$ cat config.mk
export PLATFORM = sky130hd
export DESIGN_NAME = vdi_ram
export DESIGN_NICKNAME = d
export VERILOG_FILES = /design/src/design/vdi_ram.sv
export SDC_FILE = /design/constraint.sdc
export NUM_CORES = 1
export LEC_CHECK = 0
export BUFFER_PORTS_ARGS = -buffer_cell sky130_fd_sc_hd__buf_2
export CAP_MARGIN = 5
export CORE_AREA = 2 2 204 206
export CTS_CLUSTER_SIZE = 14
export DETAILED_ROUTE_END_ITERATION = 8
export DIE_AREA = 0 0 206 208
export GPL_TIMING_DRIVEN = 1
export PLACE_DENSITY = 0.78
export SETUP_SLACK_MARGIN = 0.02
export SYNTH_ARGS = -nofsm -noshare
export SYNTH_HDL_FRONTEND = slang
export SYNTH_SLANG_ARGS = --single-unit
$ cat constraint.sdc
create_clock -name clk -period 3.7 [get_ports clk]
set_input_delay 0.74 -clock clk [delete_from_list [all_inputs] [get_ports clk]]
set_output_delay 0.74 -clock clk [all_outputs]
set_load 0.05 [all_outputs]
$ cat src/design/vdi_ram.sv
// Generic single-write, single-read RAM with registered read data.
`timescale 1ns / 1ps
module vdi_ram #(
	parameter int WIDTH = 32,
	parameter int DEPTH = 16
) (
	input  logic                     clk,
	input  logic                     wr_en,
	input  logic [$clog2(DEPTH)-1:0] wr_addr,
	input  logic [WIDTH-1:0]         wr_data,
	input  logic                     rd_en,
	input  logic [$clog2(DEPTH)-1:0] rd_addr,
	output logic [WIDTH-1:0]         rd_data
);

	logic [WIDTH-1:0] mem_q [DEPTH];

	always_ff @(posedge clk) begin
		if (wr_en) begin
			mem_q[wr_addr] <= wr_data;
		end
		if (rd_en) begin
			rd_data <= mem_q[rd_addr];
		end
	end

endmodule

# After elaboration in Yosys (flattened, before gate mapping)
# Memory sizes are Yosys's and may differ from the RTL's. A register that Yosys moved wholly into a read port is not among the register bits.
# Cells that the tools add are included.
# totals
input_bits	43
word_cells	3
reg_bits	0
out_inout_bits	32
ramBits	512
mem_count	1
# classes
n_mux	2
# memory_table
name	words	width	rd	rd_ports_with_merged_regs	wr	line	rtl
mem_q	16	32	1	1	1	16	logic [WIDTH-1:0] mem_q [DEPTH];
# op_table
op	count
2-to-1 mux 1 bit	2

# Logic depth before layout (Yosys ltp)
# Gate-level depths: netlist (run 1).
# depth
ltp_word	2
depth_mapped	5
mapped_depth_nobuf	3

# Least setup slack after synthesis (run 1)
# OpenSTA, ideal clock, no wires.
# synth_timing
path_type	input port to flip-flop
start	in wr_addr[2]
end	mem mem_q[0][0], enable pin
arrival_ps	3458
setup_slack_ps	-220
path_buffers	0
stages	2
path_cell_list	or3b_2 -> nor3_1
# synth_lines
element	line	rtl
from (decl)	9	input logic [$clog2(DEPTH)-1:0] wr_addr,
to (decl)	16	
# Straight into the memory's write port.

==> impl_metrics.ini, run 1 <==
[setup_path]
critPathKind = input pin to flip-flop
end_kind = flip-flop
crit_family = buffers and inverters
cp-start-kind = input pin
crit_path_top_delay_cell = buf_4
crit_fanout = 46
cp.arrival_ps = 2490
slowest_delay_ps = 510
path_buf_inv = 2
crit_required_ps = 3970
crit_chain = buf_4 -> buf_12 -> mux4_2 -> a22oi_1 -> nand2_1

[power_and_ir_drop]
powerDensity_mw_per_mm2 = 538
p_seq_frac = 0.568
ir_drop_mv = 0.308
comb_power_share = 0.057
switching_power_w = 0.00258
p_leak_nw = 7.26
swShare = 0.210
internal_power_w = 0.00972
clkPwrFrac = 0.375

[global_route]
antenna_found_initial = 3
grt_pass1_wl_mm = 63.3
grt_start_max_net_pins = 47
track_usage = 0.205
overflow = 0
first_global_vias = 9771

[detailed_routing]
ant_nets = 0
drc = 0
dr.pass1.iters = 7
drt_iter0_markers = 1107
via_per_inst = 6.13
totalWireLength_mm = 43.0
via_count = 9299
post_drt_wl_per_cell_um = 28.4

[synth]
synth-seq-area-share = 0.810
synth_common_cells = edfxtp_1 (544), mux4_2 (128), a22oi_1 (64)
yosysUniqueCellTypes = 17
syn_area_mm2 = 0.0202
synthesis.instances = 838
yosysMostFrequentCell = edfxtp_1
async_reset_ff_frac = 0
synth_area_leaders = edfxtp_1 (81%), mux4_2 (14%), a22oi_1 (2.4%), nand2_1 (0.61%), buf_4 (0.41%)
ys_warn_count = 0
synthFlopType = edfxtp_1
synth.top_cell.area_share = 0.810
synth_seq_cells = 544
synth_edf_count = 544
syn_avg_cell_area_um2 = 24.1
syn_nets = 881
synth_area_leader_cell = edfxtp_1

[die]
initial_core_util = 0.497
fp.dieW_um = 206
die_h_um = 208
fp.coreArea_mm2 = 0.0406
rows = 74
ioPinCount = 75
dieArea_mm2 = 0.0428

[placed_design]
gp_congestion = 0.706
place_hpwl_mm = 21.1
portBuffers = 74
dp_worst_setup_slack_ps = 966

[timing]
fmax_mhz = 451
worst_pin_slew_ps = 1140
finalCriticalPeriod_ps = 2220
maxSlewViolCount = 0
fin_crit_sh = 0.599
relSlewSlack = 0.242
clock_skew_ps = 18.1
rsz0062_at_grt = no
finalSetupViolations = 0
fin_tns_setup_ps = 0
hold_viol = 0
setup_slack_ps = 1480

[finish]
fillers = 2879
drive_gt1_frac = 0.318
finish.net_count = 993
syn_to_final_growth_pct = 13.4

[cts]
cts_made_buffers = 49
clockBufferDepth = 3
cts_tree = yes
cts_setup_buffers = 0
cts_hold_buf = 0
cts_max_level = 2
ctsResizeCount = 0
path_clk_slew_ps = 60
worstSkewPairLatency_ps = 560
clock_sinks = 544
cts_root_buf = clkbuf_16

[flow_run]
cap_violations = 0

[min_path]
hp-class = input pin to flip-flop

[status]
outcome = finished clean
==> metal layers <==
layer	wire [um]	global-route usage	share of wire	vias up
li1	-	-	-	3821
met1	16300	0.289	0.38	4875
met2	21300	0.328	0.50	508
met3	4230	0.0409	0.098	91
met4	1170	0.0640	0.027	4
met5	25	0	0.00058	-
==> worst reg2reg max path, delay by kind of cell (launching register included) <==
kind	cells	cell delay, ps
muxes	1	530
AOI/OAI and AO/OA	1	240
DFF	1	420
and+or+nand+nor	1	150
==> registers in the layout, indices dropped and copies added (netlist names) <==
name     flops
rd_data     32
mem_q      512
==> placed cells by master, fill, tap and decap left out <==
master        n
edfxtp_1    544
and2_2        1
nor3_4        1
nor3_2        3
buf_4        25
clkbuf_8      1
nand2_1      33
nand3_1       1
mux4_2      128
nand2b_1      2
clkinv_8      1
buf_2        72
clkinv_2      6
a22oi_1      64
clkinv_4      1
or3b_2        1
nor2b_4       2
bufinv_16     1
nand3b_1      2
clkbuf_1     11
clkbuf_16    50
clkinv_1     14
nor2_4       13
diode_2       1
clkinvlp_4    1
buf_12        6
==> final timing paths <==
check	from	to	slack [ps]	depth (start not counted)
setup / recovery	rd_addr[1]	rd_data[0]$_DFFE_PP_	1480	5
hold / removal	wr_data[11]	mem_q[13][11]$_DFFE_PP_	540	1
setup reg to reg	mem_q[8][0]$_DFFE_PP_	rd_data[0]$_DFFE_PP_	2060	3
hold reg to reg	mem_q[14][7]$_DFFE_PP_	rd_data[7]$_DFFE_PP_	740	3
==> power groups by stage <==
stage	Combinational, W	Sequential (W)	Clock [W]
finish	0.000699	0.00699	0.00461
global route	0.000745	0.00699	0.00489
CTS	0.000704	0.00699	0.00467
detailed placement	0.000699	0.00712	0
global placement	0.000682	0.00711	0
floorplan	0.000332	0.00721	0
==> stage by stage <==
stage / hold WS [ps] / area, um^2 / instances / total power [W] / util
after global placement: 721 / 21400 / 1431 / 0.00779 / 0.529
after global routing: 544 / 22900 / 1517 / 0.0126 / 0.564
final: 543 / 22900 / 1517 / 0.0123 / 0.564
after CTS: 523 / 22900 / 1516 / 0.0124 / 0.564
after floorplan: 710 / 20200 / 838 / 0.00754 / -
after detailed placement: 728 / 21400 / 1431 / 0.00781 / 0.529
==> final cells by class <==
| type | instances | area (um^2) | share of cell area |
|---|---|---|---|
| Sequential cell | 544 | 16300 | 0.714 |
| Timing Repair Buffer | 104 | 682 | 0.0298 |
| Antenna cell | 1 | 2.50 | 0.000109 |
| Clock buffer | 61 | 1290 | 0.0565 |
| Tap cell | 532 | 666 | 0.0291 |
| Multi-Input combinational cell | 251 | 3760 | 0.164 |
| Clock inverter | 24 | 145 | 0.00634 |
==> cell families (layout without fill, tap and decap cells) <==
logic type,after synthesis,count (layout),synth area share
other cells,0,1,0
compound gates,64,64,0.0238
simple gates,59,59,0.0125
buf+inv,43,189,0.0110
flops,544,544,0.810
mux,128,128,0.143
(Power assumes the default switching activity.)
==> run 2, diff against run 1 <==
--- a/config.mk
+++ b/config.mk
@@ -5,14 +5,15 @@
 export SDC_FILE = /design/constraint.sdc
 export NUM_CORES = 1
 export LEC_CHECK = 0
+export ABC_AREA = 1
 export BUFFER_PORTS_ARGS = -buffer_cell sky130_fd_sc_hd__buf_2
 export CAP_MARGIN = 5
-export CORE_AREA = 2 2 204 206
+export CORE_AREA = 2 2 218 220
 export CTS_CLUSTER_SIZE = 14
 export DETAILED_ROUTE_END_ITERATION = 8
-export DIE_AREA = 0 0 206 208
+export DIE_AREA = 0 0 220 222
 export GPL_TIMING_DRIVEN = 1
-export PLACE_DENSITY = 0.78
+export PLACE_DENSITY = 0.75
 export SETUP_SLACK_MARGIN = 0.02
 export SYNTH_ARGS = -nofsm -noshare
 export SYNTH_HDL_FRONTEND = slang
==> constraint.sdc (replaced) <==
create_clock -name clk -period 2.3 [get_ports clk]
set_input_delay 0.46 -clock clk [delete_from_list [all_inputs] [get_ports clk]]
set_output_delay 0.46 -clock clk [all_outputs]
set_load 0.05 [all_outputs]
==> impl_metrics.ini, run 2 <==
[detailed_routing]
dr.pass1.iters = 5
via_count = 15215
ant_nets = 0
drt_iter0_markers = 1775
drc = 0
via_per_inst = 5.36
totalWireLength_mm = 53.1
post_drt_wl_per_cell_um = 18.7

[synth]
synth-seq-area-share = 0.709
syn_area_mm2 = 0.0231
async_reset_ff_frac = 0
yosysUniqueCellTypes = 14
syn_nets = 2163
synth_seq_cells = 544
synth.top_cell.area_share = 0.709
syn_avg_cell_area_um2 = 10.9
synth_edf_count = 544
synth_area_leaders = edfxtp_1 (71%), nand2_1 (11%), nand3_1 (8.4%), inv_1 (6.3%), buf_6 (1.4%)
ys_warn_count = 0
synthFlopType = edfxtp_1
synth_common_cells = nand2_1 (677), edfxtp_1 (544), inv_1 (388)
yosysMostFrequentCell = nand2_1
synthesis.instances = 2120
synth_area_leader_cell = edfxtp_1

[timing]
finalCriticalPeriod_ps = 1770
fin_crit_sh = 0.769
finalSetupViolations = 0
relSlewSlack = 0.658
worst_pin_slew_ps = 513
hold_viol = 0
clock_skew_ps = 15.3
maxSlewViolCount = 0
fmax_mhz = 565
rsz0062_at_grt = no

[power_and_ir_drop]
p_leak_nw = 11.0
switching_power_w = 0.00469
swShare = 0.222
comb_power_share = 0.069
clkPwrFrac = 0.400
ir_drop_mv = 0.717
p_seq_frac = 0.531
internal_power_w = 0.0165
powerDensity_mw_per_mm2 = 814

[finish]
largest_reg_flops = 512
reg.largest.list = mem_q x512, rd_data x32
largest-register = mem_q
finish.net_count = 2233
stdcell_count = 2840
final_common_cell = nand2_1
final_cell_mix = nand2_1 (677), edfxtp_1 (544), inv_1 (386)
drive_gt1_frac = 0.0945
fin_area_mm2 = 0.0260
syn_to_final_growth_pct = 12.7

[setup_path]
slowest_delay_ps = 420
critPathKind = flip-flop to primary output
r2r_slack_ps = 1140
path_buf_inv = 1
crit_path_start = rd_data[17]$_DFFE_PP_
cp-start-kind = flip-flop
crit_required_ps = 1840
cp.arrival_ps = 1310
crit_fanout = 1
reg2reg_from = mem_q[1][27]$_DFFE_PP_
crit_chain = buf_2
end_kind = primary output
crit_path_top_delay_cell = edfxtp_1
crit_family = flip-flops

[cts]
clockBufferDepth = 3
ctsResizeCount = 0
cts_hold_buf = 0
worstSkewPairLatency_ps = 600
path_clk_slew_ps = 60
cts_root_buf = clkbuf_16
cts_made_buffers = 53
cts_setup_buffers = 0
cts_tree = yes
clock_sinks = 544
cts_max_level = 2

[min_path]
min_from = wr_data[20]
hp-class = input pin to flip-flop

[die]
rows = 79
fp.coreArea_mm2 = 0.0463
dieArea_mm2 = 0.0488
ioPinCount = 75
die_h_um = 222
initial_core_util = 0.498
fp.dieW_um = 220

[global_route]
first_global_vias = 14922
antenna_found_initial = 1
overflow = 0
grt_start_max_net_pins = 109
track_usage = 0.221
grt_pass1_wl_mm = 82.0

[flow_run]
cap_violations = 0

[placed_design]
gp_congestion = 0.761
numPlacedInstances = 2742
placed_area_mm2 = 0.0243
portBuffers = 74
place_hpwl_mm = 28.4

[status]
outcome = finished clean
-- run 2: cell types whose count changed after synthesis, moves of 5 or more --
cell,previous run,this run
a22oi_1,64,0
buf_1,9,14
buf_2,4,41
buf_4,11,6
buf_6,2,29
inv_1,0,388
mux4_2,128,0
nand2_1,33,677
nand3_1,1,385
-- run 2: area by class of cell --
cell class	instances	area, um^2
multi-input combinational	1081	4670
antenna	1	2.50
fill	3708	20300
timing repair buffer	120	1060
clock buffer	67	1420
tap	607	759
clock inverter	30	263
sequential	544	16300
inverter	390	1470
-- run 2: cells by family (layout without fill, tap and decap cells) --
group         count (synthesis)  count (layout)  share of synthesized area
buf+inv                     495             607                     0.0941
simple gates               1081            1081                      0.197
other cells                   0               1                          0
flops                       544             544                      0.709
-- run 2: power by group through the flow --
stage / sequential (W) / combinational (W) / clock [W]
finish: 0.0112 / 0.00145 / 0.00847
global route: 0.0112 / 0.00159 / 0.00898
CTS: 0.0112 / 0.00145 / 0.00857
detailed placement: 0.0114 / 0.00145 / 0
global placement: 0.0114 / 0.00140 / 0
floorplan: 0.0116 / 0.000759 / 0
-- run 2: path summary, 6_finish.rpt --
path / end / cells after the start
hold reg to reg: rd_data[20]$_DFFE_PP_ / 6
setup / recovery: rd_data[17] / 1
setup reg to reg: rd_data[27]$_DFFE_PP_ / 6
hold / removal: mem_q[14][20]$_DFFE_PP_ / 1
-- run 2: per-layer routing --
metal	vias to the layer above	track usage	wire length (um)
met5	-	0	0
met4	0	0.0847	1690
met3	136	0.0414	4890
met2	749	0.358	25600
met1	7316	0.295	21000
li1	7014	-	-
-- run 2: metrics by stage --
stage	util	power (W)	worst slack (ps)	TNS, ps	hold WS (ps)
final	0.562	0.0212	531	0	235
after global routing	0.562	0.0218	503	0	222
after CTS	0.562	0.0213	500	0	203
after detailed placement	0.525	0.0129	343	0	714
after global placement	0.525	0.0128	355	0	708
after floorplan	-	0.0124	-153	-48750	559
