**config.mk**
```make
export PLATFORM = sky130hd
export DESIGN_NAME = vdi_seq
export DESIGN_NICKNAME = d
export VERILOG_FILES = /design/src/design/vdi_pkg.sv /design/src/design/vdi_seq.sv
export SDC_FILE = /design/constraint.sdc
export NUM_CORES = 1
export LEC_CHECK = 0
export ABC_AREA = 1
export ABC_CLOCK_PERIOD_IN_PS = 6620
export BUFFER_PORTS_ARGS = -buffer_cell sky130_fd_sc_hd__clkbuf_2
export CAP_MARGIN = 20
export CORE_AREA = 10 10 317 319
export DETAILED_ROUTE_END_ITERATION = 7
export DIE_AREA = 0 0 327 329
export GPL_TIMING_DRIVEN = 0
export SYNTH_ARGS = -nofsm -noshare
export SYNTH_HDL_FRONTEND = slang
export SYNTH_SLANG_ARGS = --single-unit
```
**constraint.sdc**
```tcl
create_clock -name clk -period 6.62 [get_ports clk]
set_input_delay 1.986 -clock clk [delete_from_list [all_inputs] [get_ports clk]]
set_output_delay 1.986 -clock clk [all_outputs]
set_load 0.1 [all_outputs]
```
**src/design/vdi_pkg.sv**
```systemverilog
// Shared types, constants and helpers for the vertex deduplication indexer.
`timescale 1ns / 1ps
package vdi_pkg;

	localparam int TABLE_DEPTH = 4096;
	localparam int ADDR_W      = $clog2(TABLE_DEPTH);
	localparam int CNT_W       = ADDR_W + 1;
	localparam int WORD_W      = 32;
	localparam int VERT_W      = 8 * WORD_W;
	localparam int INDEX_W     = 12;
	localparam int COUNT_W     = 13;

	localparam logic ACT_LOOKUP = 1'b0;
	localparam logic ACT_CLEAR  = 1'b1;

	typedef struct packed {
		logic              action;
		logic [WORD_W-1:0] pos_x;
		logic [WORD_W-1:0] pos_y;
		logic [WORD_W-1:0] pos_z;
		logic [WORD_W-1:0] tex_u;
		logic [WORD_W-1:0] tex_v;
		logic [WORD_W-1:0] norm_x;
		logic [WORD_W-1:0] norm_y;
		logic [WORD_W-1:0] norm_z;
	} vdi_in_t;

	typedef struct packed {
		logic [INDEX_W-1:0] vertex_index;
		logic               is_new;
		logic               table_full;
		logic [COUNT_W-1:0] unique_count;
	} vdi_out_t;

	typedef struct packed {
		logic              rd_en;
		logic [ADDR_W-1:0] rd_addr;
		logic              wr_en;
		logic [ADDR_W-1:0] wr_addr;
		logic [VERT_W-1:0] wr_data;
	} vdi_ram_req_t;

	function automatic logic [VERT_W-1:0] pack_vertex(input vdi_in_t item);
		return {item.pos_x, item.pos_y, item.pos_z, item.tex_u, item.tex_v,
			item.norm_x, item.norm_y, item.norm_z};
	endfunction

endpackage

```
**src/design/vdi_seq.sv**
```systemverilog
// Search sequencer: walks the vertex table one entry a cycle through a shared comparator.
`timescale 1ns / 1ps
module vdi_seq (
	input  logic                 clk,
	input  logic                 arst_n,
	input  logic                 vtx_valid,
	input  vdi_pkg::vdi_in_t     vtx,
	output logic                 vtx_ready,
	input  logic                 out_free,
	output logic                 result_load,
	output vdi_pkg::vdi_out_t    result,
	output vdi_pkg::vdi_ram_req_t ram_req,
	input  logic [vdi_pkg::VERT_W-1:0] ram_rdata
);
	import vdi_pkg::*;

	typedef enum logic [1:0] {S_IDLE, S_SEARCH, S_FINISH} state_t;

	state_t            state_q;
	logic [VERT_W-1:0] vert_q;
	logic              clr_q;
	logic [CNT_W-1:0]  count_q;
	logic [CNT_W-1:0]  issue_q;
	logic              cmp_v_q;
	logic [ADDR_W-1:0] cmp_addr_q;
	logic              found_q;
	logic [ADDR_W-1:0] hit_q;

	logic issuing;
	logic match;
	logic last_cmp;
	logic has_room;
	logic do_write;

	assign vtx_ready = (state_q == S_IDLE);
	assign issuing   = (state_q == S_SEARCH) && (issue_q < count_q);
	assign match     = cmp_v_q && (ram_rdata == vert_q);
	assign last_cmp  = cmp_v_q && ((CNT_W'(cmp_addr_q) + CNT_W'(1)) == count_q);
	assign has_room  = (count_q < CNT_W'(TABLE_DEPTH));

	assign result_load = (state_q == S_FINISH) && out_free;
	assign do_write    = result_load && !clr_q && !found_q && has_room;

	always_comb begin
		ram_req.rd_en   = issuing;
		ram_req.rd_addr = issue_q[ADDR_W-1:0];
		ram_req.wr_en   = do_write;
		ram_req.wr_addr = count_q[ADDR_W-1:0];
		ram_req.wr_data = vert_q;
	end

	always_comb begin
		result = '0;
		if (clr_q) begin
			result = '0;
		end else if (found_q) begin
			result.vertex_index = INDEX_W'(hit_q);
			result.unique_count = COUNT_W'(count_q);
		end else if (has_room) begin
			result.vertex_index = INDEX_W'(count_q);
			result.is_new       = 1'b1;
			result.unique_count = COUNT_W'(count_q + CNT_W'(1));
		end else begin
			result.table_full   = 1'b1;
			result.unique_count = COUNT_W'(count_q);
		end
	end

	always_ff @(posedge clk or negedge arst_n) begin
		if (!arst_n) begin
			state_q    <= S_IDLE;
			clr_q      <= 1'b0;
			count_q    <= '0;
			issue_q    <= '0;
			cmp_v_q    <= 1'b0;
			cmp_addr_q <= '0;
			found_q    <= 1'b0;
			hit_q      <= '0;
			vert_q     <= '0;
		end else begin
			unique case (state_q)
				S_IDLE: begin
					if (vtx_valid) begin
						vert_q  <= pack_vertex(vtx);
						clr_q   <= (vtx.action == ACT_CLEAR);
						issue_q <= '0;
						cmp_v_q <= 1'b0;
						found_q <= 1'b0;
						// A clear or an empty table needs no search at all.
						if (vtx.action == ACT_CLEAR || count_q == '0) begin
							state_q <= S_FINISH;
						end else begin
							state_q <= S_SEARCH;
						end
					end
				end
				S_SEARCH: begin
					cmp_v_q    <= issuing;
					cmp_addr_q <= issue_q[ADDR_W-1:0];
					if (issuing) begin
						issue_q <= issue_q + CNT_W'(1);
					end
					if (match) begin
						found_q <= 1'b1;
						hit_q   <= cmp_addr_q;
						state_q <= S_FINISH;
					end else if (last_cmp) begin
						state_q <= S_FINISH;
					end
				end
				S_FINISH: begin
					if (result_load) begin
						if (clr_q) begin
							count_q <= '0;
						end else if (do_write) begin
							count_q <= count_q + CNT_W'(1);
						end
						state_q <= S_IDLE;
					end
				end
				default: begin
					state_q <= S_IDLE;
				end
			endcase
		end
	end

	a_count_bounded: assert property (@(posedge clk) disable iff (!arst_n)
		count_q <= CNT_W'(TABLE_DEPTH))
		else $error("entry count beyond table depth");

	a_write_appends: assert property (@(posedge clk) disable iff (!arst_n)
		ram_req.wr_en |=> (count_q == $past(count_q) + CNT_W'(1)))
		else $error("table write did not advance the entry count");

	a_hit_in_range: assert property (@(posedge clk) disable iff (!arst_n)
		(result_load && found_q && !clr_q) |-> (CNT_W'(hit_q) < count_q))
		else $error("match reported beyond stored entries");

	a_compare_in_range: assert property (@(posedge clk) disable iff (!arst_n)
		(state_q == S_SEARCH && cmp_v_q) |-> (CNT_W'(cmp_addr_q) < count_q))
		else $error("compared an entry that was never stored");

endmodule

```
; ---- Yosys cells after proc, flatten, opt, wreduce, memory -nomap -nowiden
; Cells that the tools add are included.
[totals]
ff_bits = 311
inputBits = 517
[classes]
addsub = 3
magnitude_cmp = 2
eq_ne = 9
mux = 22
reduce_logical = 21
[op_table]
columns = op, n
row1 = 256-bit == test, 1
row2 = 13-bit 2-to-1 mux, 7
row3 = 27-bit 2-to-1 mux, 1
row4 = "13-bit by 1-bit adder with 13-bit output, second input constant", 2
row5 = 13-bit one-hot mux with 2 select lines, 1
row6 = "12-bit by 1-bit adder with 13-bit output, second input constant", 1
row7 = 13-bit == test, 1
row8 = 13-bit zero test, 1
row9 = 13-bit less-than comparator, 1
row10 = "13-bit less-than comparator, second input constant", 1
row11 = 12-bit 2-to-1 mux, 1
row12 = 2-bit 2-to-1 mux, 6
row13 = 3-bit AND reduction, 4
row14 = "2-bit != test, second input constant", 4
row15 = 1-bit logical AND, 7
row16 = 2-bit one-hot mux with 3 select lines, 1
row17 = 2-bit AND reduction, 3
row18 = 1-bit one-hot mux with 2 select lines, 2
row19 = 2-bit nonzero test, 2
row20 = 1-bit 2-to-1 mux, 3
row21 = "3-bit != test, second input constant", 1
row22 = "2-bit by 1-bit == test with 1-bit output, second input constant", 1
row23 = "2-bit == test, second input constant", 1
row24 = 1-bit zero test, 2
row25 = 2 further kinds, 2

; ---- Longest topological paths before layout
; Gate-level depths: netlist (run 1).
[logic_depth]
depth_word = 7
mapped_depth = 16

; ---- Worst setup path before layout (run 1)
; No wires, ideal clock.
[synth_timing]
path_kind = in2out
startpoint = input out_free
endpoint = output ram_req[268] in the netlist's numbering
t_arrival_ns = 4.722
required_ns = 4.634
path_slack_ns = -0.088
stages = 5
path_buffers = 1
path_cell_list = inv_1 -> nor3_1 -> inv_2 -> nor2_2 -> buf_4
[synth_via]
elab_chain_cells = 4
[synth_rtl]
columns = item, line
row1 = start: declaration, vdi_seq.sv:9  ; input logic out_free,
row2 = 1-bit logical AND, vdi_seq.sv:41  ; assign result_load = (state_q == S_FINISH) && out_free;
row3 = net result_load, vdi_seq.sv:10  ; output logic result_load,
row4 = 1-bit logical AND (3 in a row), vdi_seq.sv:42  ; assign do_write = result_load && !clr_q && !found_q && has_room;
row5 = end: declaration, vdi_seq.sv:12  ; output vdi_pkg::vdi_ram_req_t ram_req,
; The timed path passes the listed nets, and every way through them passes these cells.

; ---- Final worst setup path (run 1)
[layout_timing]
startpoint = register count_q[11]
endpoint = output ram_req[281] in the netlist's numbering
[layout_via]
elab_chain_cells = 2
[layout_rtl]
columns = item, line
row1 = start: declaration, vdi_seq.sv:22  ; logic [CNT_W-1:0] count_q;
row2 = start signal: assignment, vdi_seq.sv:116  ; count_q <= count_q + CNT_W'(1);
row3 = 13-bit less-than comparator, vdi_seq.sv:36  ; assign issuing = (state_q == S_SEARCH) && (issue_q < count_q);
row4 = 1-bit logical AND, vdi_seq.sv:36
; No other way between the ends.

==> results of run 1 <==
==> worst max path at each step <==
| stage | slack [ns] | start | end | cells past startpoint |
|---|---|---|---|---|
| after CTS | 1.34 | count_q[11]$_DFFE_PN0P_ | ram_req[281] | 9 |
| final | 1.37 | count_q[11]$_DFFE_PN0P_ | ram_req[281] | 9 |
| after global placement | -4.29 | arst_n | vert_q[1]$_DFFE_PN0P_ | 1 |
| after floorplan | 0.05 | found_q$_DFFE_PN0P_ | result[17] | 7 |
| after detailed placement | 1.42 | out_free | ram_req[268] | 7 |
| after global routing | 1.20 | count_q[11]$_DFFE_PN0P_ | ram_req[281] | 9 |
==> flip-flops by register name (all words and copies together), names as in the netlist <==
signal / flops
hit_q: 12
found_q: 1
issue_q: 13
vert_q: 256
cmp_v_q: 1
clr_q: 1
state_q: 2
count_q: 13
cmp_addr_q: 12
==> per-layer routing <==
layer / track usage [%] / up-vias
met5: 0 / -
met2: 35.0 / 1037
li1: - / 9887
met1: 27.6 / 9891
met4: 7.30 / 2
met3: 4.74 / 151
==> power breakdown <==
part           internal [mW]  switching [mW]  total, mW
combinational           1.65            9.71       11.4
sequential              2.71           0.795       3.50
clock                   1.35           0.967       2.32
total                   5.71            11.5       17.2
==> metrics by stage <==
step	power (mW)	worst slack, ns	area (um^2)	std cells
2_1_floorplan	11.6	0.0500	18100	2693
3_3_place_gp	14.8	-4.29	23800	4785
3_5_place_dp	14.9	1.42	24000	4792
4_1_cts	17.3	1.34	25300	4862
5_1_grt	17.9	1.20	25300	4864
6_report	17.2	1.37	25300	4876
==> logic make-up (layout without fill, tap and decap cells) <==
group	Yosys count	after routing	share of synthesized area, %
other cells	0	14	0
fa+ha+maj	18	18	1.24
flops	311	311	43.0
simple gates	1411	1411	30.8
compound gates	333	333	9.76
xor+xnor	51	51	2.47
buf+inv	569	1473	12.7
==> Yosys cell counts, types with 22 or more instances <==
master	n
xor2_1	33
clkbuf_1	31
buf_2	38
buf_4	26
nand2_1	1104
nand3_1	50
dfrtp_1	311
nor2_1	183
o22ai_1	22
inv_1	446
o21ai_0	259
==> layout by cell type, fill, tap and decap left out, drive strengths merged <==
| master | n |
|---|---|
| nand3 | 51 |
| nor4 | 3 |
| xnor2 | 18 |
| o22ai | 22 |
| buf | 75 |
| nand3b | 1 |
| a21oi | 20 |
| o21ai | 283 |
| xor2 | 33 |
| clkbuf | 917 |
| nand4 | 18 |
| diode | 14 |
| dfrtp | 311 |
| nand2 | 1112 |
| bufinv | 3 |
| or2 | 16 |
| inv | 468 |
| o21bai | 1 |
| clkinvlp | 1 |
| o221ai | 1 |
| o41ai | 1 |
| o31ai | 3 |
| nor3b | 1 |
| o21a | 1 |
| clkinv | 9 |
| nor3 | 18 |
| o2111ai | 1 |
| ha | 18 |
| nor2 | 191 |
==> layout make-up <==
| type | instances | area, um^2 | share of cell area (%) |
|---|---|---|---|
| Multi-Input combinational cell | 1813 | 8020 | 31.7 |
| Sequential cell | 311 | 7780 | 30.7 |
| Timing Repair Buffer | 834 | 4290 | 16.9 |
| Inverter | 470 | 1760 | 6.96 |
| Tap cell | 1265 | 1580 | 6.25 |
| Clock buffer | 59 | 1180 | 4.67 |
| Buffer | 99 | 542 | 2.14 |
| Clock inverter | 11 | 140 | 0.553 |
| Antenna cell | 14 | 35.0 | 0.138 |
==> critical path: stages, from the launching register on <==
cell      delay [ns]
dfrtp_1         0.51
clkinv_1        0.43
ha_1            0.42
nand2_1         0.08
o21ai_0         0.10
a21oi_1         0.12
nand3_1         0.26
inv_1           0.18
buf_4           0.12
clkbuf_2        0.44
==> impl_results.md, run 1 <==
- DRC: 0
- Hold Path Stages: 2
- Async SR Flop Fraction: 100%
- GRT overflow: 0
- Synth-to-Final Area Change: 40.0%
- 1st-pass router iterations: 7
- Util after Layout: 26.9%
- Initial antenna violation count: 19
- Routed wire length: 121000 um
- Fillers: 10.7k
- Top Ports: 828
- Final Max Slew Viols: 0
- Period minus WS final: 5.25 ns
- Seq cells post-synth: 311
- YS warnings: 0
- Startpoint class of the critical path: register
- Worst setup EP type: primary output
- Starting density of the core: 19.2%
- Worst hold margin: 0.500 ns
- Worst Min Path Start: hit_q[0]$_DFFE_PN0P_
- DRT iter0 DRCs: 1718
- Die Y: 329 um
- TritonCTS clock tree: yes
- Max Clk Rate: 191 MHz
- Share of layout cells above drive strength 1: 28.9%
- Final ANT Viol Nets: 0
- NumNets Final: 4105
- Period Utilization, post-route: 79.3%
- Met1 wire length: 50800 um
- DIE AREA: 0.108 mm^2
- Drt via density: 4.30
- Post-DP HPWL: 100000 um
- Register area share after synthesis: 43.0%
- FF-to-FF End: vert_q[93]$_DFFE_PN0P_
- Die width: 327 um
- Syn Nets: 3228
- Final Hold Viols: 0
- Final setup vio count: 0
- Met3 WL: 10100 um
- Worst VDD drop: 0.441 mV
- Worst-Skew Late Latency: 0.62 ns
- Worst Reg-to-Reg Cells: 8
- Max Cap Viol: 0
- # clock sinks: 311
- Clk root buf: clkbuf_16
- Crit Path Class: register to primary output
- Pleak: 14.5 nW
- Tightest Pin Transition: 1.21 ns
- CTS buffer count: 41
- Synth top area share: 43.0%
- Worst hold path endpoint: hit_q[0]$_DFFE_PN0P_
- Post-CTS Resized: 0
- Vias in the first global route: 20.8k
- R2R Path Start: state_q[1]$_DFFE_PN0P_
- Mapped Area: 0.0181 mm^2
- Largest net degree at the start of global routing: 96
- Status: finished clean
- Uppermost layer routed: met5
- First-pass GRT wire length: 161000 um
- CP max FO: 7
- Critical Path AT: 3.26 ns
- Gpl congestion: 0.927
- Synth top area cells: dfrtp_1 (43%), nand2_1 (23%), inv_1 (9.3%)
- Pwr Density: 678 mW/mm^2
- Post-synthesis instance total: 2693
- Average wire per standard cell: 24.7 um
- Cell Rows: 113
- Setup_tns: 0 ns
- Synth area leader: dfrtp_1
- Core Region: 0.0943 mm^2
- Worst R2R Setup Slack: 3.68 ns
- Unrepaired setup endpoints after global routing: false
- Clock buffer depth: 3
- Skew final: 0.0294 ns
- Postcts setup bufs: 0
- Worst Path Required: 4.63 ns
- EDFF count, synth: 0
- Number of buffers added on ports: 827
- Global Route Usage Sum: 21.4%
- CTS clk-pin slew, worst paths: 0.06 ns
- Met2 Wirelength: 55300 um
- Worst relative slew slack: 19.2%
- Vias: 21.0k
- CTS H-tree depth: 2
- Post-synth top flop: dfrtp_1
- HP Class: register to register
- Yosys cell types: 40
- Syn avg cell area: 6.72 um^2
- Hold_buf cts: 0
(Power assumes the default switching activity.)
==> run 2, diff against run 1 <==
--- a/config.mk
+++ b/config.mk
@@ -5,13 +5,13 @@
 export SDC_FILE = /design/constraint.sdc
 export NUM_CORES = 1
 export LEC_CHECK = 0
-export ABC_AREA = 1
-export ABC_CLOCK_PERIOD_IN_PS = 6620
+export ABC_AREA = 0
+export ABC_CLOCK_PERIOD_IN_PS = 4600
 export BUFFER_PORTS_ARGS = -buffer_cell sky130_fd_sc_hd__clkbuf_2
 export CAP_MARGIN = 20
-export CORE_AREA = 10 10 317 319
+export CORE_AREA = 10 10 315 317
 export DETAILED_ROUTE_END_ITERATION = 7
-export DIE_AREA = 0 0 327 329
+export DIE_AREA = 0 0 325 327
 export GPL_TIMING_DRIVEN = 0
 export SYNTH_ARGS = -nofsm -noshare
 export SYNTH_HDL_FRONTEND = slang
==> constraint.sdc (replaced) <==
create_clock -name clk -period 4.6 [get_ports clk]
set_input_delay 1.38 -clock clk [delete_from_list [all_inputs] [get_ports clk]]
set_output_delay 1.38 -clock clk [all_outputs]
set_load 0.1 [all_outputs]
==> run 2 against run 1 <==
  * Sequential power is 65% higher
  * Flip-flop and latch count stayed put
  * Critical path depth is 1 higher
  * Register-to-register slack worse by 3.3 ns
  * Sequential share of layout area is 1.1 points higher
  * Synthesized area is 7.1% lower
  * Largest cell class unchanged
  * Highest routed layer unchanged
==> impl_results.md, run 2 <==
- Status: finished clean
- Sw frac: 66.2%
- Global Route Usage Sum: 26.6%
- Synth top area share: 46.3%
- Switching power: 16.5 mW
- GRT overflow: 0
- Synth top area cells: dfrtp_1 (46%), nand2_1 (16%), xnor2_1 (5.0%)
- Placed cell count: 4099
- CP max FO: 10
- Average wire per standard cell: 35.0 um
- Vias in the first global route: 19.2k
- FF-to-FF End: hit_q[5]$_DFFE_PN0P_
- DRT iter0 DRCs: 2021
- Worst hold margin: 0.520 ns
- Worst setup startpoint: ram_rdata[48]
- Routed wire length: 147000 um
- Die width: 325 um
- R2R Path Start: vert_q[103]$_DFFE_PN0P_
- Worst VDD drop: 0.598 mV
- Share of layout cells above drive strength 1: 34.6%
- DIE AREA: 0.106 mm^2
- Seq pwr share: 23.1%
- Worst setup EP type: register
- Async SR Flop Fraction: 100%
- Drt via density: 4.58
- Top Ports: 828
- Pleak: 12.7 nW
- Max Clk Rate: 220 MHz
- DRC: 0
- Number of buffers added on ports: 827
- EDFF count, synth: 0
- Final Max Slew Viols: 0
- # clock sinks: 311
- Hold_buf cts: 0
- Final Hold Viols: 0
- Worst relative slew slack: 14.8%
- Unrepaired setup endpoints after global routing: false
- Die Y: 327 um
- Critical Path AT: 5.05 ns
- Largest register FFs: 256
- First-pass GRT wire length: 189000 um
- Synth area leader: dfrtp_1
- CTS clk-pin slew, worst paths: 0.05 ns
- CTS H-tree depth: 2
- Syn avg cell area: 8.41 um^2
- Starting density of the core: 18.1%
- Largest net degree at the start of global routing: 96
- Syn Nets: 2535
- Final setup vio count: 0
- Worst R2R Setup Slack: 0.36 ns
- Seq cells post-synth: 311
- YS warnings: 0
- Worst-Skew Late Latency: 0.63 ns
- Pwr Density: 1020 mW/mm^2
- Worst Path Required: 5.09 ns
- Fin cells: 4199
- Period minus WS final: 4.55 ns
- Vias: 19.2k
- Gate power share: 62.1%
- CTS buffer count: 44
- Biggest register: vert_q
- Worst Reg-to-Reg Cells: 9
- Commonest cells in the netlist: nand2_1 (724), dfrtp_1 (311), inv_1 (100), nor2b_1 (99), xnor2_1 (96)
- Initial antenna violation count: 70
- Final ANT Viol Nets: 0
- Post-DP HPWL: 126000 um
- Commonest non-fill, non-tap cell in the layout: clkbuf_2
- Largest regs: vert_q (256), count_q (13), issue_q (13)
- Startpoint class of the critical path: primary input
- Core Region: 0.0928 mm^2
- Most frequent cells in the layout: clkbuf_2 (832), nand2_1 (724), dfrtp_1 (302), inv_1 (99), nor2b_1 (99)
- Period Utilization, post-route: 99.0%
- Skew final: 0.0261 ns
- Tightest Pin Transition: 1.25 ns
- 1st-pass router iterations: 5
- HP Class: register to register
- Internal Dissipation: 8.42 mW
- Post-synth top flop: dfrtp_1
- Mapped Area: 0.0168 mm^2
- Gpl congestion: 0.994
- Clock buffer depth: 3
- Synth-to-Final Area Change: 45.7%
- Util after Layout: 26.4%
- TritonCTS clock tree: yes
- Most frequent cell after synthesis: nand2_1
- Final worst slack: 0.0461 ns
- Clk root buf: clkbuf_16
- Max Cap Viol: 0
- NumNets Final: 3428
- Register area share after synthesis: 46.3%
- Worst Min Path Start: hit_q[3]$_DFFE_PN0P_
- Clk pwr share: 14.8%
- CP endpoint: hit_q[5]$_DFFE_PN0P_
- Cell Rows: 112
- Post-synthesis instance total: 2000
- Yosys cell types: 61
- Crit Path Class: primary input to register
- Place WS: -0.471 ns
-- run 2: cell count changes in the layout (fill, tap and decap cells not counted), moves of 20 or more --
cell / previous run / this run
xnor2_1: 18 / 96
nand4_1: 17 / 40
nor2b_1: 0 / 99
nand3_1: 50 / 16
inv_2: 20 / 0
nor2_1: 183 / 44
nand2b_1: 0 / 69
o2111ai_1: 1 / 23
o21ai_0: 259 / 71
nor4_1: 2 / 28
inv_1: 446 / 99
clkbuf_1: 32 / 70
buf_2: 38 / 4
nand2_1: 1104 / 724
-- run 2: kinds of logic (layout without fill, tap and decap cells) --
logic type,count (synthesis),count (layout),synth area share [%]
and+or+nand+nor,1074,1074,28.6
xor gates and xnor gates,140,140,7.29
buffers and inverters,210,1139,5.41
muxes,25,25,1.85
AOI/OAI and AO/OA,222,222,9.23
DFF,311,311,46.3
adders and majority gates,18,18,1.34
other,0,16,0
-- run 2: repair_timing --
action / CTS / global route
endpoints found under the setup margin: 8 / 7
pin swaps: 2 / 1
setup buffers: 1 / 5
gates resized for setup: 20 / 11
-- run 2: layout make-up --
| cell class | count | area (um^2) |
|---|---|---|
| Antenna cell | 16 | 40.0 |
| Buffer | 104 | 527 |
| Clock buffer | 57 | 1190 |
| Clock inverter | 25 | 304 |
| Fill cell | 10400 | 68300 |
| Inverter | 101 | 384 |
| Multi-Input combinational cell | 1479 | 8200 |
| Sequential cell | 311 | 7790 |
| Tap cell | 1254 | 1570 |
| Timing Repair Buffer | 852 | 4490 |
-- run 2: through the flow --
stage	power, mW	area, um^2	TNS, ns
CTS	25.1	24400	0
global placement	21.1	22500	-1833.53
detailed placement	21.3	22800	-5.90
floorplan	15.8	16800	0
finish	24.9	24500	0
global route	25.8	24500	0
-- run 2: routing by layer --
metal	vias up	GRT usage, %	wire length [um]
li1	8377	-	-
met5	-	0	391
met2	1060	44.3	69200
met3	249	9.72	14200
met1	9483	32.0	58700
met4	62	7.44	4530
-- run 2: worst min-delay path by stage --
stage,to,slack [ns],depth (start not counted)
after floorplan,hit_q[0]$_DFFE_PN0P_,0.48,1
after global placement,vert_q[136]$_DFFE_PN0P_,0.50,2
after detailed placement,hit_q[3]$_DFFE_PN0P_,0.50,1
after CTS,hit_q[3]$_DFFE_PN0P_,0.52,1
after global routing,hit_q[9]$_DFFE_PN0P_,0.54,1
final,hit_q[3]$_DFFE_PN0P_,0.52,1
-- run 2: critical path: stages --
cell      delay (ns)
clkbuf_2        0.09
nor2b_1         0.12
a2111o_1        0.51
nor4_1          0.93
nand4_1         0.19
or4_1           0.67
or4_4           0.56
buf_6           0.15
buf_12          0.14
mux2_4          0.29
-- run 2: power groups by stage --
stage	Combinational, mW	Sequential [mW]	Clock [mW]
finish	15.5	5.76	3.70
global route	16.0	5.89	3.88
CTS	15.6	5.76	3.79
detailed placement	15.5	5.79	0
global placement	15.4	5.78	0
floorplan	3.22	12.6	0
==> run 3, diff against run 2 <==
--- a/config.mk
+++ b/config.mk
@@ -10,9 +10,11 @@
 export BUFFER_PORTS_ARGS = -buffer_cell sky130_fd_sc_hd__clkbuf_2
 export CAP_MARGIN = 20
 export CORE_AREA = 10 10 315 317
+export CTS_BUF_LIST = sky130_fd_sc_hd__clkbuf_8
 export DETAILED_ROUTE_END_ITERATION = 7
 export DIE_AREA = 0 0 325 327
 export GPL_TIMING_DRIVEN = 0
+export SETUP_SLACK_MARGIN = 0.02
 export SYNTH_ARGS = -nofsm -noshare
 export SYNTH_HDL_FRONTEND = slang
 export SYNTH_SLANG_ARGS = --single-unit
==> run 3 against run 2 <==
  * Total power is 1.6% lower
  * Register-to-register slack better by 0.20 ns
  * Cell area shrank 0.50%
  * Critical path type is now register to primary output
  * Largest cell class unchanged
  * Highest routed layer unchanged
==> impl_results.md, run 3 (synthesis gave the netlist of run 2 again) <==
- Status: finished clean
- Final worst slack: 0.124 ns
- First-pass GRT wire length: 190000 um
- Final Hold Viols: 0
- Worst hold margin: 0.520 ns
- HP Class: register to register
- Worst relative slew slack: 19.9%
- Initial antenna violation count: 68
- Starting density of the core: 18.1%
- Tightest Pin Transition: 1.20 ns
- Worst setup EP type: primary output
- Largest regs: vert_q (256), count_q (13), issue_q (13)
- Top Ports: 828
- Biggest register: vert_q
- Largest net degree at the start of global routing: 96
- Final Max Slew Viols: 0
- Commonest non-fill, non-tap cell in the layout: clkbuf_2
- Critical Path AT: 3.10 ns
- Fillers: 10.4k
- Core Region: 0.0928 mm^2
- Period minus WS final: 4.48 ns
- TritonCTS clock tree: yes
- Clk pwr share: 13.5%
- Drt via density: 4.59
- Post-DP HPWL: 126000 um
- Gate power share: 63.1%
- CTS clk-pin slew, worst paths: 0.06 ns
- CTS buffer count: 68
- Share of layout cells above drive strength 1: 35.3%
- Synth-to-Final Area Change: 45.0%
- Largest register FFs: 256
- Multi-input gate area: 0.00819 mm^2
- NumNets Final: 3450
- Routed wire length: 148000 um
- Power, Total: 24.5 mW
- Pleak: 12.8 nW
- Switching power: 16.5 mW
- Number of buffers added on ports: 827
- Startpoint class of the critical path: register
- Average wire per standard cell: 34.9 um
- Pwr Density: 1010 mW/mm^2
- DRT iter0 DRCs: 1904
- Max Cap Viol: 0
- Seq pwr share: 23.4%
- Clk root buf: clkbuf_8
- Worst VDD drop: 0.572 mV
- Worst Path Required: 3.22 ns
- Unrepaired setup endpoints after global routing: true
- # clock sinks: 311
- Vias: 19.4k
- Internal Dissipation: 8.05 mW
- Global Route Usage Sum: 26.8%
- Most frequent cells in the layout: clkbuf_2 (832), nand2_1 (724), dfrtp_1 (301), inv_1 (114), nor2b_1 (99)
- Cell Rows: 112
- DIE AREA: 0.106 mm^2
- Place WS: -0.471 ns
- CTS H-tree depth: 3
- GRT overflow: 0
- DRC: 0
- 1st-pass router iterations: 5
- Register Area: 0.00779 mm^2
- Vias in the first global route: 19.5k
- Die Y: 327 um
- Crit Path Class: register to primary output
- Hold_buf cts: 0
- CP max FO: 9
- Sw frac: 67.2%
- Gpl congestion: 0.994
- Max Clk Rate: 223 MHz
- Skew final: 0.0480 ns
- Final ANT Viol Nets: 0
- Die width: 325 um
- Clock buffer depth: 3
- Period Utilization, post-route: 97.3%
- Final setup vio count: 0
- Worst-Skew Late Latency: 0.73 ns
-- run 3: cell count changes in the layout (fill, tap and decap cells not counted), moves of 5 or more --
cell | previous run | this run
clkbuf_8 | 6 | 88
clkbuf_16 | 45 | 0
inv_1 | 99 | 114
clkbuf_1 | 70 | 58
clkinvlp_4 | 7 | 2
-- run 3: worst max-delay path: stages (launching register included) --
cell and delay, ns:
dfrtp_2 0.49, inv_1 0.34, ha_1 0.32, a21o_1 0.16, a21oi_1 0.15, o211ai_1 0.18
a21o_1 0.27, inv_1 0.11, buf_4 0.12, clkbuf_8 0.23
-- run 3: power groups by stage --
| stage | combinational, mW | clock [mW] | sequential (mW) |
|---|---|---|---|
| detailed placement | 15.5 | 0 | 5.79 |
| global placement | 15.4 | 0 | 5.78 |
| global route | 16.0 | 3.51 | 5.89 |
| CTS | 15.6 | 3.40 | 5.76 |
| floorplan | 3.22 | 0 | 12.6 |
| finish | 15.5 | 3.32 | 5.74 |
-- run 3: per-layer routing --
| metal | wire length (um) | global-route usage [%] | vias to the layer above | share of wire [%] |
|---|---|---|---|---|
| li1 | - | - | 8426 | - |
| met1 | 58700 | 32.1 | 9630 | 40 |
| met2 | 69300 | 44.1 | 1087 | 47 |
| met3 | 14500 | 9.62 | 228 | 9.8 |
| met4 | 4820 | 8.91 | 58 | 3.3 |
| met5 | 373 | 0 | - | 0.25 |
-- run 3: worst paths after layout --
path,depth (start not counted),slack [ns],from,end
max,9,0.12,count_q[7]$_DFFE_PN0P_,ram_req[281]
max reg2reg,10,0.56,vert_q[222]$_DFFE_PN0P_,hit_q[5]$_DFFE_PN0P_
min,1,0.52,hit_q[3]$_DFFE_PN0P_,hit_q[3]$_DFFE_PN0P_
min in group asynchronous,1,0.62,arst_n,vert_q[56]$_DFFE_PN0P_
min reg2reg,1,0.52,hit_q[3]$_DFFE_PN0P_,hit_q[3]$_DFFE_PN0P_
max in group asynchronous,3,2.56,arst_n,vert_q[23]$_DFFE_PN0P_
-- run 3: timing repair --
action	CTS	global route
gates resized for setup	22	9
pin swaps	2	0
setup buffers	5	1
setup endpoints to repair	9	6
-- run 3: area by class of cell --
| type | count | area share (%) |
|---|---|---|
| flip-flops and latches | 311 | 32.0 |
| repair buffers | 852 | 18.4 |
| plain buffers | 102 | 2.13 |
| diodes | 20 | 0.205 |
| inverters | 101 | 1.58 |
| clock buffers | 84 | 4.74 |
| well taps | 1254 | 6.44 |
| clock inverters | 32 | 0.914 |
| multi-input cells | 1479 | 33.6 |
-- run 3: per-stage QoR --
step,instances,TNS [ns],util (%),cell area [um^2]
after floorplan,2000,0,-,16800
after global placement,4081,-1833.53,24.3,22500
after detailed placement,4099,-5.90,24.6,22800
after CTS,4214,0,26.2,24300
after global routing,4223,-0.0244,26.2,24300
final,4235,0,26.3,24400
